<file path="src/design/bis_pkg.sv">
// ----------------------------------------------------------------------------
// bis_pkg
// Shared types and constants of the bilinear image scaler.
// ----------------------------------------------------------------------------
package bis_pkg;

    localparam int CHAN_W     = 8;
    localparam int PIX_W      = 3 * CHAN_W;
    localparam int NUM_LANES  = 3;
    localparam int WEIGHT_W   = 17;   // holds 256*256
    localparam int ACC_W      = 24;   // 255 * 65536 fits
    localparam int CFG_IDX_W  = 3;
    localparam int CFG_DATA_W = 24;

    localparam int IN_DIM_W   = 9;
    localparam int OUT_DIM_W  = 13;
    localparam int STEP_W     = 24;
    localparam int OUT_CNT_W  = 12;
    localparam int OUT_MAX    = 4096;

    localparam logic [IN_DIM_W-1:0]  IN_WIDTH_RST   = 9'd256;
    localparam logic [IN_DIM_W-1:0]  IN_HEIGHT_RST  = 9'd256;
    localparam logic [OUT_DIM_W-1:0] OUT_WIDTH_RST  = 13'd512;
    localparam logic [OUT_DIM_W-1:0] OUT_HEIGHT_RST = 13'd512;
    localparam logic [STEP_W-1:0]    X_STEP_RST     = 24'd32640;
    localparam logic [STEP_W-1:0]    Y_STEP_RST     = 24'd32640;

    typedef enum logic [CFG_IDX_W-1:0] {
        REG_IN_WIDTH   = 3'd0,
        REG_IN_HEIGHT  = 3'd1,
        REG_OUT_WIDTH  = 3'd2,
        REG_OUT_HEIGHT = 3'd3,
        REG_X_STEP     = 3'd4,
        REG_Y_STEP     = 3'd5
    } bis_reg_e;

    typedef struct packed {
        logic clear;
        logic mac_en;
    } bis_lane_ctl_t;

    typedef struct packed {
        logic load;
        logic last;
    } bis_out_ctl_t;

endpackage

</file>
<file path="src/design/bis_lane.sv">
// ----------------------------------------------------------------------------
// bis_lane
// One color channel: accumulates neighbor * weight over the four reads.
// ----------------------------------------------------------------------------
module bis_lane import bis_pkg::*; (
    input  logic                clk,
    input  logic                rst_n,
    input  bis_lane_ctl_t       ctl,
    input  logic [CHAN_W-1:0]   pix,
    input  logic [WEIGHT_W-1:0] weight,
    output logic [CHAN_W-1:0]   chan
);

    logic [ACC_W-1:0] acc_reg;
    logic [ACC_W-1:0] acc_next;
    logic [ACC_W-1:0] product;

    assign product = ACC_W'(pix) * ACC_W'(weight);

    always_comb
    begin
        acc_next = acc_reg;
        if (ctl.clear)
        begin
            acc_next = '0;
        end
        else if (ctl.mac_en)
        begin
            acc_next = acc_reg + product;
        end
    end

    always_ff @(posedge clk)
    begin
        acc_reg <= acc_next;
    end

    // weights sum to 65536, so the top byte is the truncated channel
    assign chan = acc_reg[ACC_W-1 -: CHAN_W];

    a_clear_not_mid_sum: assert property (@(posedge clk) disable iff (!rst_n)
        !(ctl.clear && ctl.mac_en))
        else $error("lane cleared while accumulating");

endmodule

</file>
<file path="config.mk">
export PLATFORM = sky130hd
export DESIGN_NAME = bis_lane
export DESIGN_NICKNAME = d
export VERILOG_FILES = /design/src/design/bis_pkg.sv /design/src/design/bis_lane.sv
export SDC_FILE = /design/constraint.sdc
export NUM_CORES = 1
export LEC_CHECK = 0
export ABC_AREA = 1
export ABC_CLOCK_PERIOD_IN_PS = 4700
export BUFFER_PORTS_ARGS = -buffer_cell sky130_fd_sc_hd__buf_2
export CORE_UTILIZATION = 35
export CTS_CLUSTER_SIZE = 24
export DETAILED_ROUTE_END_ITERATION = 16
export HOLD_SLACK_MARGIN = 0.05
export PLACE_DENSITY = 0.54
export SYNTH_ARGS = -nofsm -noshare
export SYNTH_HDL_FRONTEND = slang
export SYNTH_SLANG_ARGS = --single-unit
</file>
<file path="constraint.sdc">
create_clock -name clk -period 4.7 [get_ports clk]
set_input_delay 0.235 -clock clk [delete_from_list [all_inputs] [get_ports clk]]
set_output_delay 0.235 -clock clk [all_outputs]
set_load 0.01 [all_outputs]
</file>
Yosys cells after proc, flatten, opt, wreduce, memory -nomap -nowiden
Index checks and enable logic that the tools add are counted.

word-level totals
  flip-flop bits (word level) = 24
  input bits = 29
  logic and storage cells = 3
  output and inout port bits = 8

operators by class
  $add $sub $neg = 1
  $mul = 1

operators with widths
  operator                     count
  adder 24 bit                 1
  multiplier 8 x 17 -> 24 bit  1

Depth between registers and ports, before layout
  depth after elaboration = 2
  gate-level depth with buffers = 25
  depth with buffers taken out = 23

Worst setup path before layout
No wires, ideal clock.

  kind = in2reg
  start point = input port pix[0]
  end point = register acc_reg[12]
  path slack = 0.571 ns
  buffers on the path = 2
  required time = 4.585 ns
  stages on the path = 18
  arrival = 4.013 ns
  library setup time = 0.115 ns
  path through = clkbuf_1 -> clkbuf_1 -> nand2_1 -> fa_1 -> inv_1 -> fa_1 -> fa_1 -> inv_1 -> fa_1 -> inv_1 -> ha_1 -> nand2_2 -> inv_1 -> a21oi_1 -> nand3_1 -> xor2_1 -> o21ai_0 -> inv_1

between the ends
  cells in the longest elaborated chain, start to end = 2

ends and longest elaborated chain
  what                         RTL line        text
  start: declaration           bis_lane.sv:9   input logic [CHAN_W-1:0] pix,
  multiplier 8 x 17 -> 24 bit  bis_lane.sv:18  assign product = ACC_W'(pix) * ACC_W'(weight);
  adder 24 bit                 bis_lane.sv:29  acc_next = acc_reg + product;
  end signal: assignment       bis_lane.sv:35  acc_reg <= acc_next;
  end: declaration             bis_lane.sv:14  logic [ACC_W-1:0] acc_reg;

No other way between the ends.
A chain may end at the register's enable or synchronous reset.

Final worst setup path
  start point = input port pix[0]
  end point = register acc_reg[22]

Same word-level chain as after synthesis.

==> run summary <==
For this run, design rule violations remaining after detail routing come to 0. The worst hold path belongs to the class in -> reg. For the level count of the clock H-tree, the log shows 1. Post-CTS repair changed the size of 0 cells. The shortest clock period the worst path allows after layout came out at 4.07 ns. The primary flip-flop cell chosen by synthesis mapping was sky130_fd_sc_hd__dfxtp_1.

The worst reg2reg path depth was 18. In the routed layout, each cell is associated on average with a via count of 4.28. The run finished with clean final reports. Clock-pin slew was measured on the worst setup and hold paths at 0.07 ns. The share of post-route cells with drive strength above 1 is 6.23%.

In this run the vertical extent of the chip is 138 µm. For the area of the mapped netlist, the log shows 6450 µm². The tools report the boundary pin count as 37.

Number of pins with negative max-slew slack in the final report: 0. The wire-length estimate of the detail-placed layout is 12.1 mm. The tools report the total grt overflow as 0. CTS saw 24 sinks.

Buffers added to address setup during post-CTS repair amount to 0. In this run, CTS created clock tree buffers numbering 3. Hold violation count in the final report: 0.

From synthesis to final layout, the design area changed by 5.08%. The worst setup path is launched from an input port. Insertion delay of the later-clocked pin in the worst-skew pair: 0.27 ns. The transition time at the pin with the least slew margin works out to 1.01 ns. The capturing element type of the critical path was a flip-flop. For the number of nets in the synthesized netlist, the log shows 1138. Entering global routing, the biggest net connects 33 pins.

The final layout contains 1130 nets. After the first detailed-routing iteration, the DRC count stood at 145. The die covers 19000 µm². Reg-to-reg critical path startpoint: acc_reg[13]. The logs give 23.6% for the met1 capacity usage during global routing and 28.7% for the met2 track demand over resource. Buffers inserted to repair hold after CTS numbered 0. The synthesized netlist contains 29 unique library cells. Endpoint of the lowest-slack register-to-register path: acc_reg[22]. The die is 138 µm wide. Among all cell types in the netlist, the one instantiated most often is sky130_fd_sc_hd__inv_1. The layer carrying the most global-route usage was met2. The worst path uses 86.6% of the clock period. The register with the most flip-flops in the layout has 24 of them. The largest total area in the synthesized netlist belongs to sky130_fd_sc_hd__fa_1. For this run, global-route usage on met3 was measured as 1.14%. In this run the clock root is driven by a sky130_fd_sc_hd__clkbuf_16. Sorting the synthesized cells by area gives the leading types as sky130_fd_sc_hd__fa_1, sky130_fd_sc_hd__inv_1, sky130_fd_sc_hd__nand2_1.

For the number of setup violations in the final report, the log shows 0. The run gives 5037 as the number of vias in the routed layout. In the synthesized netlist the async set-or-reset flop fraction comes to 0%. The timing endpoint of the critical path was acc_reg[22]. The commonest cells after synthesis are sky130_fd_sc_hd__inv_1, sky130_fd_sc_hd__nand2_1, sky130_fd_sc_hd__fa_1, sky130_fd_sc_hd__ha_1, sky130_fd_sc_hd__clkbuf_1.

The critical path goes through buf_2 > nand2_1 > fa_1 > inv_1 > fa_1 > fa_1 > inv_1 > fa_1 > inv_1 > ha_1 > a21oi_1 > and2_1 > nand2_1 > nand2_1 > nand3_1 > nand2_1 > nand3_1 > nand2_1 > inv_1. Proportion of netlist area held by the largest area contributor: 34.8%. The standard cell with the maximum stage delay on the critical path is sky130_fd_sc_hd__fa_1.

For this block, the routed nets add up to 14.2 mm of wire. For this run, the register share of the synthesized area comes to 7.45%. The synthesized design contains 24 register bits. Across the routed clock network, the largest skew measured is 0.00235 ns. The logs give 5236 for the via count of the first global-routing pass and 246 MHz for the maximum achievable frequency. In this run the worst setup path begins at pix[0].

The global-route wire length before repair was 25.2 mm. Buffers placed on the I/O ports in this run total 35. For the core area, the log shows 18000 µm². The Yosys step of the flow raised 0 warnings.

The tools report the data required time of the worst path as 4.88 ns. Setup repair after global routing left no endpoint under its margin. In this run the remaining antenna-violating nets after routing total 0. Across every metal layer, demand over resource in global routing totals 16.9%. The worst path arrival time is 4.25 ns, and the count of standard-cell rows is 49. The largest stage delay on the critical path was 0.54 ns. Routability-driven placement finished with a final weighted congestion of 0.834. TritonCTS built the clock tree. A synthesized cell averages 6.75 µm². The cell count after synthesis came out at 956. Once the floorplan was initialized, standard cells occupied 35.8% of the core.

The initial antenna violation count came out at 0. The most frequent cell on the critical path was sky130_fd_sc_hd__nand2_1. The number of enable-type register cells in the synthesized netlist was 0; the detailed-routing iteration count for the pre-antenna-repair pass was 4. Summed over all failing endpoints, the final setup total negative slack is 0 ns.

The remaining max-slew budget at the tightest pin was 32.6%; the mean routed wirelength per cell was 12.1 µm. By startpoint and endpoint, the worst setup path is classified as in -> reg. The run gives 0 as the count of max-cap constraint violations. The deepest clock path buffer count is 2, and the register-to-register setup slack is 0.67 ns.

The final antenna diode count is 0. Along the worst path, the maximum fanout reaches 17.
-- routing by layer --
metal / part of all wire (%) / vias to the layer above
li1: - / 2618
met5: 0 / -
met2: 46 / 50
met3: 1.8 / 9
met4: 0.85 / 0
met1: 51 / 2360
-- worst max-delay path, delay by kind of cell --
kind | cells | cell delay [ns]
buf+inv | 5 | 0.50
simple gates | 8 | 0.84
compound gates | 1 | 0.28
fa+ha+maj | 5 | 2.38
-- area by class of cell --
type | instances | area [µm²]
fill | 1997 | 11200
tap | 229 | 287
timing repair buffer | 35 | 175
inverter | 332 | 1250
multi-input combinational | 552 | 4500
clock buffer | 4 | 88.8
sequential | 24 | 480
-- stage by stage --
stage | cell area, µm² | std cells | worst slack (ns) | hold WS (ns) | utilization (%)
after global placement | 6690 | 1172 | 0.312 | 0.456 | 37.1
after global routing | 6780 | 1176 | 0.305 | 0.435 | 37.6
final | 6780 | 1176 | 0.628 | 0.386 | 37.6
after detailed placement | 6690 | 1172 | 0.351 | 0.462 | 37.1
after CTS | 6780 | 1176 | 0.598 | 0.391 | 37.6
after floorplan | 6450 | 956 | 0.571 | 0.391 | -
-- logic make-up after synthesis --
group / after synthesis / share of synthesized area, %
buf+inv: 380 / 22.8
simple gates: 344 / 22.0
fa+ha+maj: 153 / 42.7
compound gates: 46 / 3.86
flops: 24 / 7.45
xor+xnor: 9 / 1.22
-- how the worst min path moves through the flow --
stage | startpoint | end | slack, ns | cells past startpoint
after floorplan | ctl[1] | acc_reg[10] | 0.39 | 3
after global placement | acc_reg[0] | acc_reg[0] | 0.46 | 2
after detailed placement | acc_reg[0] | acc_reg[0] | 0.46 | 2
after CTS | ctl[0] | acc_reg[0] | 0.39 | 3
after global routing | ctl[0] | acc_reg[0] | 0.43 | 3
final | ctl[0] | acc_reg[0] | 0.39 | 3
-- cell usage in the layout, fill, tap and decap left out --
cell | netlist | final
sky130_fd_sc_hd__nand3_1 | 32 | 32
sky130_fd_sc_hd__ha_1 | 41 | 41
sky130_fd_sc_hd__o21ai_1 | 3 | 3
sky130_fd_sc_hd__a211oi_1 | 4 | 4
sky130_fd_sc_hd__a21oi_1 | 28 | 28
sky130_fd_sc_hd__a21oi_2 | 1 | 1
sky130_fd_sc_hd__nand3b_1 | 2 | 2
sky130_fd_sc_hd__nand3_2 | 4 | 4
sky130_fd_sc_hd__inv_2 | 2 | 2
sky130_fd_sc_hd__and2_4 | 1 | 1
sky130_fd_sc_hd__nor2_4 | 1 | 1
sky130_fd_sc_hd__dfxtp_1 | 24 | 24
sky130_fd_sc_hd__clkbuf_8 | 0 | 1
sky130_fd_sc_hd__nand2_1 | 262 | 262
sky130_fd_sc_hd__nor3_1 | 4 | 4
sky130_fd_sc_hd__o21bai_1 | 2 | 2
sky130_fd_sc_hd__buf_2 | 3 | 35
sky130_fd_sc_hd__inv_1 | 330 | 330
sky130_fd_sc_hd__nand2_2 | 5 | 5
sky130_fd_sc_hd__fa_1 | 112 | 112
sky130_fd_sc_hd__xor2_1 | 8 | 8
sky130_fd_sc_hd__nand4_1 | 3 | 3
sky130_fd_sc_hd__o21ai_0 | 8 | 8
sky130_fd_sc_hd__and2_1 | 1 | 1
sky130_fd_sc_hd__clkbuf_16 | 0 | 3
sky130_fd_sc_hd__nor2_1 | 23 | 23
sky130_fd_sc_hd__xnor2_1 | 1 | 1
sky130_fd_sc_hd__nor2_2 | 6 | 6
Power is left out: the tool's default activity adds up to more than one toggle a clock period on the data nets, which glitch-free logic cannot reach.
