<file path="src/design/bis_pkg.sv">
// ----------------------------------------------------------------------------
// bis_pkg
// Shared types and constants of the bilinear image scaler.
// ----------------------------------------------------------------------------
package bis_pkg;

    localparam int CHAN_W     = 8;
    localparam int PIX_W      = 3 * CHAN_W;
    localparam int NUM_LANES  = 3;
    localparam int WEIGHT_W   = 17;   // holds 256*256
    localparam int ACC_W      = 24;   // 255 * 65536 fits
    localparam int CFG_IDX_W  = 3;
    localparam int CFG_DATA_W = 24;

    localparam int IN_DIM_W   = 9;
    localparam int OUT_DIM_W  = 13;
    localparam int STEP_W     = 24;
    localparam int OUT_CNT_W  = 12;
    localparam int OUT_MAX    = 4096;

    localparam logic [IN_DIM_W-1:0]  IN_WIDTH_RST   = 9'd256;
    localparam logic [IN_DIM_W-1:0]  IN_HEIGHT_RST  = 9'd256;
    localparam logic [OUT_DIM_W-1:0] OUT_WIDTH_RST  = 13'd512;
    localparam logic [OUT_DIM_W-1:0] OUT_HEIGHT_RST = 13'd512;
    localparam logic [STEP_W-1:0]    X_STEP_RST     = 24'd32640;
    localparam logic [STEP_W-1:0]    Y_STEP_RST     = 24'd32640;

    typedef enum logic [CFG_IDX_W-1:0] {
        REG_IN_WIDTH   = 3'd0,
        REG_IN_HEIGHT  = 3'd1,
        REG_OUT_WIDTH  = 3'd2,
        REG_OUT_HEIGHT = 3'd3,
        REG_X_STEP     = 3'd4,
        REG_Y_STEP     = 3'd5
    } bis_reg_e;

    typedef struct packed {
        logic clear;
        logic mac_en;
    } bis_lane_ctl_t;

    typedef struct packed {
        logic load;
        logic last;
    } bis_out_ctl_t;

endpackage

</file>
<file path="src/design/bis_if.sv">


interface bis_pix_if import bis_pkg::*; ();
    logic              valid;
    logic              ready;
    logic [CHAN_W-1:0] red_out;
    logic [CHAN_W-1:0] green_out;
    logic [CHAN_W-1:0] blue_out;
    logic              frame_last;

    modport source (output valid, red_out, green_out, blue_out, frame_last, input ready);
    modport sink   (input valid, red_out, green_out, blue_out, frame_last, output ready);
endinterface

</file>
<file path="src/design/bis_out.sv">
// ----------------------------------------------------------------------------
// bis_out
// Merge stage: packs the lane results into the result register.
// ----------------------------------------------------------------------------
module bis_out import bis_pkg::*; (
    input  logic              clk,
    input  logic              rst_n,
    input  bis_out_ctl_t      ctl,
    input  logic [CHAN_W-1:0] chan [NUM_LANES],
    output logic              free,
    bis_pix_if.source         result
);

    logic              valid_reg;
    logic              valid_next;
    logic [CHAN_W-1:0] red_reg;
    logic [CHAN_W-1:0] green_reg;
    logic [CHAN_W-1:0] blue_reg;
    logic              last_reg;

    assign free = !valid_reg || result.ready;

    always_comb
    begin
        valid_next = valid_reg;
        if (ctl.load)
        begin
            valid_next = 1'b1;
        end
        else if (result.ready)
        begin
            valid_next = 1'b0;
        end
    end

    always_ff @(posedge clk or negedge rst_n)
    begin
        if (!rst_n)
        begin
            valid_reg <= 1'b0;
        end
        else
        begin
            valid_reg <= valid_next;
        end
    end

    always_ff @(posedge clk)
    begin
        if (ctl.load)
        begin
            red_reg   <= chan[0];
            green_reg <= chan[1];
            blue_reg  <= chan[2];
            last_reg  <= ctl.last;
        end
    end

    assign result.valid      = valid_reg;
    assign result.red_out    = red_reg;
    assign result.green_out  = green_reg;
    assign result.blue_out   = blue_reg;
    assign result.frame_last = last_reg;

    a_no_overwrite: assert property (@(posedge clk) disable iff (!rst_n)
        ctl.load |-> (!valid_reg || result.ready))
        else $error("result register overwritten before taken");

endmodule

</file>
<file path="src/flat_wrapper.sv">
// flat-port wrapper written by rule: the top's interface ports become plain ports
module bis_out_flat import bis_pkg::*;
  (clk, rst_n, ctl, chan, free, result_valid, result_red_out, result_green_out, result_blue_out, result_frame_last, result_ready);
  bis_pix_if result_i ();
  input  logic clk;
  input  logic rst_n;
  input  bis_out_ctl_t ctl;
  input  logic [CHAN_W-1:0] chan[NUM_LANES];
  output logic free;
  output wire logic [$bits(result_i.valid)-1:0] result_valid;
  output wire logic [$bits(result_i.red_out)-1:0] result_red_out;
  output wire logic [$bits(result_i.green_out)-1:0] result_green_out;
  output wire logic [$bits(result_i.blue_out)-1:0] result_blue_out;
  output wire logic [$bits(result_i.frame_last)-1:0] result_frame_last;
  input wire logic [$bits(result_i.ready)-1:0] result_ready;
  assign result_valid = result_i.valid;
  assign result_red_out = result_i.red_out;
  assign result_green_out = result_i.green_out;
  assign result_blue_out = result_i.blue_out;
  assign result_frame_last = result_i.frame_last;
  assign result_i.ready = result_ready;
  bis_out u_core (.clk(clk), .rst_n(rst_n), .ctl(ctl), .chan(chan), .free(free), .result(result_i));
endmodule
</file>
<file path="config.mk">
export PLATFORM = sky130hd
export DESIGN_NAME = bis_out_flat
export DESIGN_NICKNAME = d
export VERILOG_FILES = /design/src/design/bis_pkg.sv /design/src/design/bis_if.sv /design/src/design/bis_out.sv /design/src/flat_wrapper.sv
export SDC_FILE = /design/constraint.sdc
export NUM_CORES = 1
export LEC_CHECK = 0
export BUFFER_PORTS_ARGS = -buffer_cell sky130_fd_sc_hd__buf_2
export CORE_ASPECT_RATIO = 0.75
export CORE_UTILIZATION = 39
export DETAILED_ROUTE_END_ITERATION = 10
export PLACE_DENSITY = 0.77
export SYNTH_ARGS = -nofsm -noshare
export SYNTH_HDL_FRONTEND = slang
export SYNTH_SLANG_ARGS = --single-unit
</file>
<file path="constraint.sdc">
create_clock -name clk -period 0.8 [get_ports clk]
set_input_delay 0.16 -clock clk [delete_from_list [all_inputs] [get_ports clk]]
set_output_delay 0.16 -clock clk [all_outputs]
set_load 0.01 [all_outputs]
</file>
* Word-level counts from Yosys, hierarchy flattened
Cells that the tools add are included.
** Operators by class
- Mux-type cells :: 2
- Reductions and logical operators :: 3
** Operators by type and width (count)
- $mux W1 :: 2
- $reduce_bool A2 Y1 :: 1
- $logic_not A1 Y1 :: 1
- $logic_or A1 B1 Y1 :: 1
** Word-level totals
- Flip-flop bits (word level) :: 26
- Input bits :: 29
- Output and inout port bits :: 27
- Word-level logic and storage cells :: 10

* Longest topological paths before layout
Gate-level depths: netlist (run 1).
- Depth in word-level cells :: 2
- Depth in mapped cells :: 2
- Gate-level depth less buffers :: 2

* Least setup slack after synthesis (run 1)
Ideal clock, no wire load.
- Path kind :: flip-flop to flip-flop
- From :: reg, netlist name u_core.result.valid
- To :: reg u_core.valid_reg (netlist: u_core.result.valid)
- Setup time :: 121 ps
- Arrival :: 568 ps
- Data required time :: 679 ps
- Path slack :: 111 ps
- Cell stages (with the launch flop) :: 3
- Buffers on the path :: 0
- Clock period less this slack :: 689 ps
- Path through :: dfrtp_1 > nand2b_4 > nand2b_2
** RTL lines
- to (signal assigned) :: RTL line bis_out.sv:44 : valid_reg <= valid_next;
- to (decl) :: RTL line bis_out.sv:14 : logic valid_reg;

* Worst setup path in the final report (run 1)
- From :: reg u_core.valid_reg (netlist: u_core.result.valid)
- To :: out free
** Between the ends
- Cells in the longest elaborated chain, start to end :: 2
** RTL lines
- $logic_not A1 Y1 :: RTL line bis_out.sv:21 : assign free = !valid_reg || result.ready;
- $logic_or A1 B1 Y1 :: RTL line bis_out.sv:21
- to (decl) :: RTL line flat_wrapper.sv:9 : output logic free;
No other way between the ends.

==> reports/metrics.csv, run 1 <==
stage,metric,value,unit
finish,synthToLayoutAreaGrowth,72.7,%
finish,register_area,776,sq um
global_routing,antenna_found_initial,0,
synth,yosysWarnings,0,
clocking,cts_tree,built,
placement,portBuffers,55,
global_routing,grt_overflow_total,0,
setup_path,cp_slowest_cell,dfrtp_1,
placement,dp.cells,107,
die,core,1820,sq um
setup_path,cpPeakStageDelay,0.42,ns
finish,fin_nets,140,
run_status,violations,negative setup slack,
routing,drt_iter0_drc,7,
die,io-pin-count,56,
routing,routed_wl,1630,um
global_routing,grt_use_total,13.8,%
clocking,cts.sink_count,26,
setup_path,start_kind,register,
clocking,clk_latency,0.30,ns
finish,instances_no_fill,132,
die,initial_core_util,43.8,%
routing,wl_per_cell,12.3,um
setup_path,cp.required,0.64,ns
sta,finalHoldViolations,0,
sta,fmax,937,MHz
routing,vias,569,
clocking,htree_levels,1,
global_routing,grt_pass1_vias,432,
pwr,irDropWorstVdd,1510,uV
pwr,powerDensity,1840,nW/um^2
clocking,numCtsBuffers,3,
sta,slew_violations,0,
sta,finalCriticalPeriod,1.07,ns
sta,setup_viol,28,
sta,whs,0.0214,ns
synth,ys_ff_latch,26,
global_routing,grt_pass1_wl,1900,um
synth,synth_nets,57,
sta,min_period_over_period,133,%
setup_path,criticalPathCategory,register to output port,
finish,fin_util,75.7,%
setup_path,worstRegToRegCells,4,
setup_path,path_max_fanout,2,
setup_path,worst_ep_arrival_time,0.91,ns
synth,synth_cell_type_count,4,
synth,synth_area,798,sq um
pwr,leakage,0.000607,uW
sta,worst_slack,-0.267,ns
placement,place_congestion,0.629,
synth,yosysSeqAreaShare,97.2,%
die,chipWidth,54.2,um
synth,post_synth_inst_count,28,
sta,worst_pin_slew,0.124,ns
clocking,clk_pin_slew_worst_paths,0.12,ns
clocking,clk_path_buf_depth,2,
min_path,whs_path_depth,1,
die,rows,13,
run_status,status,finished with violations,
finish,multi_input_area,22.5,sq um
placement,placed_area,1140,sq um
global_routing,grt_max_degree,15,
pwr,total_power,2530,uW
setup_path,path_cells,nand2b_4 -> buf_6,
sta,fin_skew,0,ns
clocking,cts_root_buffer,clkbuf_4,
sta,slew_headroom,91.7,%
die,die_y,41.2,um
die,die-area,2230,sq um
flow_run,maxCapViolCount,0,
routing,ant_nets,0,
routing,post-route-drc-count,0,
synth,avgSynthCellArea,28.5,sq um
finish,fillerInstances,122,
setup_path,endpoint_kind,output port,
routing,firstDrtPassIters,3,
finish,finalInstanceArea,1380,sq um
finish,antenna_cells,0,
finish,layout-drive-gt1-share,58.2,%
routing,vias_per_cell,4.31,
min_path,hold_path_class,input port to register,
sta,rsz0062_at_grt,yes,
-- cells in the mapped netlist --
master | number | share of area [%]
dfrtp_1 | 1 | 3.1
edfxtp_1 | 25 | 94
nand2b_4 | 1 | 1.7
nand2b_2 | 1 | 1.1
-- placed cells by master (no fill, tap or decap) --
master and count:
buf_12 2, buf_2 54, buf_4 2, buf_6 1
clkbuf_1 1, clkbuf_4 3, dfrtp_1 1, dlygate4sd3_1 19
edfxtp_1 25, nand2b_2 1, nand2b_4 1
-- timing repair --
action                     CTS  global route
cloned                       0             0
hold buffers                 1            18
setup buffers                1             1
hold endpoints to repair     1            18
setup endpoints to repair   27            27
gates resized for setup      1             0
-- stage by stage --
step	setup slack, ns	setup TNS, ns
finish	-0.267	-5.18
global placement	0.0614	0
floorplan	0.111	0
global route	-0.316	-6.65
detailed placement	0.0428	0
CTS	-0.287	-5.65
-- critical path, delay by kind of cell, from the launching register on --
family        cells  cell delay (ns)
flops             1             0.42
buf+inv           1             0.10
simple gates      1             0.09
-- final cells by class --
| type | instances | area share (%) |
|---|---|---|
| Timing Repair Buffer | 78 | 38.2 |
| Clock buffer | 4 | 1.91 |
| Tap cell | 22 | 2.00 |
| Multi-Input combinational cell | 2 | 1.63 |
| Sequential cell | 26 | 56.3 |
-- cells by family after synthesis --
| kind of cell | synth area share, % |
|---|---|
| and+or+nand+nor | 2.82 |
| DFF | 97.2 |
-- path summary, 6_finish.rpt --
path                                     startpoint  slack (ns)                        to
max in group asynchronous                     rst_n        0.54       u_core.result.valid
worst min-delay path                       chan[19]        0.02  u_core.result.red_out[3]
min in group asynchronous                     rst_n        0.17       u_core.result.valid
worst max register to register  u_core.result.valid       -0.05       u_core.result.valid
worst max-delay path            u_core.result.valid       -0.27                      free
worst min register to register  u_core.result.valid        0.78       u_core.result.valid
-- per-layer routing --
metal  GRT usage (%)  vias up  part of all wire (%)
met3            6.30        4                   9.4
li1                -      274                     -
met1            13.6      259                    34
met2            24.4       32                    55
met5               0        -                     0
met4            8.33        0                   1.7
-- power by group --
group / leakage (uW) / switching [uW] / internal [uW]
Combinational: 0.000337 / 158 / 215
Sequential: 0.000255 / 24.7 / 1610
Clock: 0.0000150 / 333 / 194
Power figures use the tool's default switching activity.
==> run 2, diff against run 1 <==
--- a/config.mk
+++ b/config.mk
@@ -8,8 +8,10 @@
 export BUFFER_PORTS_ARGS = -buffer_cell sky130_fd_sc_hd__buf_2
 export CORE_ASPECT_RATIO = 0.75
 export CORE_UTILIZATION = 39
+export CTS_BUF_LIST = sky130_fd_sc_hd__clkbuf_4 sky130_fd_sc_hd__clkbuf_8 sky130_fd_sc_hd__clkbuf_16
 export DETAILED_ROUTE_END_ITERATION = 10
 export PLACE_DENSITY = 0.77
+export SLEW_MARGIN = 10
 export SYNTH_ARGS = -nofsm -noshare
 export SYNTH_HDL_FRONTEND = slang
 export SYNTH_SLANG_ARGS = --single-unit
==> constraint.sdc (replaced) <==
create_clock -name clk -period 1.13 [get_ports clk]
set_input_delay 0.226 -clock clk [delete_from_list [all_inputs] [get_ports clk]]
set_output_delay 0.226 -clock clk [all_outputs]
set_load 0.01 [all_outputs]
==> run 2 against run 1 <==
  * Critical path depth unchanged
  * Largest power group unchanged
  * The run still ends with negative setup slack left
  * Clock-buffer cell count is the same
  * Flip-flop and latch count unchanged
  * Highest routed layer unchanged
  * Via count fell by 15%
  * Wire length down 16%
  * Critical endpoint unchanged
==> reports/metrics.csv, run 2 (synthesis gave the netlist of run 1 again) <==
stage,metric,value,unit
sta,slew_headroom,91.0,%
flow_run,maxCapViolCount,0,
clocking,cts_root_buffer,clkbuf_4,
routing,ant_nets,0,
setup_path,worstRegToRegCells,4,
sta,fmax,881,MHz
global_routing,antenna_found_initial,0,
die,initial_core_util,43.8,%
setup_path,endpoint_kind,output port,
setup_path,r2r_end,u_core.result.valid,
sta,slew_violations,0,
min_path,whs_path_depth,1,
clocking,cts_tree,built,
pwr,total_power,1750,uW
sta,min_period_over_period,100,%
setup_path,criticalPathCategory,register to output port,
finish,layout-drive-gt1-share,70.3,%
routing,wl_per_cell,12.1,um
global_routing,use_met2,22.3,%
setup_path,r2r_slack,0.27,ns
routing,firstDrtPassIters,3,
sta,finalCriticalPeriod,1.14,ns
finish,antenna_cells,0,
die,chipWidth,54.2,um
die,die_y,41.2,um
sta,whs,0.0887,ns
global_routing,grt_pass1_vias,403,
placement,post-place-ws,0.307,ns
global_routing,grt_max_degree,27,
run_status,violations,negative setup slack,
setup_path,path_max_fanout,2,
routing,drt_iter0_drc,4,
die,core,1820,sq um
setup_path,cpPeakStageDelay,0.43,ns
sta,setup_viol,1,
clocking,clk_pin_slew_worst_paths,0.12,ns
routing,vias,484,
setup_path,start_kind,register,
clocking,clk_latency,0.30,ns
sta,finalHoldViolations,0,
global_routing,grt_use_total,13.0,%
routing,post-route-drc-count,0,
finish,synthToLayoutAreaGrowth,48.1,%
sta,worst_pin_slew,0.134,ns
die,io-pin-count,56,
min_path,min_from,chan[1],
setup_path,cp.required,0.90,ns
placement,place_congestion,0.634,
global_routing,use_met1,12.9,%
finish,instances_no_fill,113,
clocking,cts.sink_count,26,
setup_path,cp_slowest_cell,dfrtp_1,
min_path,hold_path_class,input port to register,
routing,routed_wl,1370,um
placement,dp.cells,106,
global_routing,grt_use_met3,6.67,%
setup_path,r2r-start,u_core.result.valid,
pwr,leakage,0.000526,uW
finish,final_cell_mix,"buf_2 (54), edfxtp_1 (25), clkbuf_4 (4), buf_4 (2)",
finish,layout_commonest_cell,buf_2,
sta,worst_slack,-0.00517,ns
die,rows,13,
clocking,clk_path_buf_depth,2,
pwr,irDropWorstVdd,1190,uV
die,die-area,2230,sq um
global_routing,grt_busiest_layer,met2,
sta,fin_skew,0,ns
min_path,min_to,u_core.result.blue_out[1],
clocking,numCtsBuffers,3,
global_routing,grt_overflow_total,0,
pwr,powerDensity,1480,nW/um^2
clocking,htree_levels,1,
setup_path,worst_ep_arrival_time,0.91,ns
setup_path,path_cells,nand2b_4 -> buf_6,
finish,fillerInstances,143,
placement,portBuffers,55,
finish,register_area,776,sq um
global_routing,grt_pass1_wl,1780,um
routing,vias_per_cell,4.28,
run_status,status,finished with violations,
finish,fin_nets,121,
sta,rsz0062_at_grt,yes,
finish,multi_input_area,22.5,sq um
==> run 2: changes by cell type in the layout (fill, tap and decap cells not counted) <==
cell / delta
clkbuf_4: +1
clkbuf_1: -1
dlygate4sd3_1: -18
buf_12: -1
==> run 2: report_power, final <==
group / internal [uW] / switching [uW] / total [uW]
clock network: 161 / 233 / 395
registers: 1140 / 18.8 / 1160
logic: 105 / 98.4 / 203
total: 1400 / 351 / 1750
==> run 2: layout make-up <==
type                       count  area share, %
timing repair buffer          59           27.6
clock buffer                   4           2.54
sequential                    26           65.6
multi-input combinational      2           1.90
tap                           22           2.33
==> run 2: critical path, delay by kind of cell, from the launching register on <==
family / cells / cell delay, ns
DFF: 1 / 0.43
and+or+nand+nor: 1 / 0.09
buffers and inverters: 1 / 0.10
==> run 2: metal layers <==
metal	vias up	share of wire, %
li1	237	-
met1	215	39
met2	28	51
met3	4	8.4
met4	0	1.8
met5	-	0
==> run 2: through the flow <==
| step | setup TNS [ns] | util (%) | instance area (sq um) |
|---|---|---|---|
| after floorplan | 0 | - | 798 |
| after global placement | 0 | 61.5 | 1120 |
| after detailed placement | 0 | 61.5 | 1120 |
| after CTS | -0.0205 | 64.5 | 1170 |
| after global routing | -0.0959 | 64.9 | 1180 |
| final | -0.00517 | 64.9 | 1180 |
==> run 2: worst max-delay path by stage <==
stage                      end  cells past startpoint                 from  slack, ns
final                     free                      2  u_core.result.valid     -0.005
after global routing      free                      2  u_core.result.valid      -0.06
after CTS                 free                      2  u_core.result.valid      -0.02
after detailed placement  free                      2  u_core.result.valid       0.31
after global placement    free                      3         result_ready       0.32
after floorplan           free                      1  u_core.result.valid       0.39
==> run 2: repair_timing <==
| action | in CTS | in global routing |
|---|---|---|
| resized for setup | 1 | 0 |
| hold endpoints to repair | 1 | 0 |
| cloned | 0 | 0 |
| endpoints found under the setup margin | 1 | 2 |
| setup buffers | 1 | 1 |
| hold buffers | 1 | 0 |
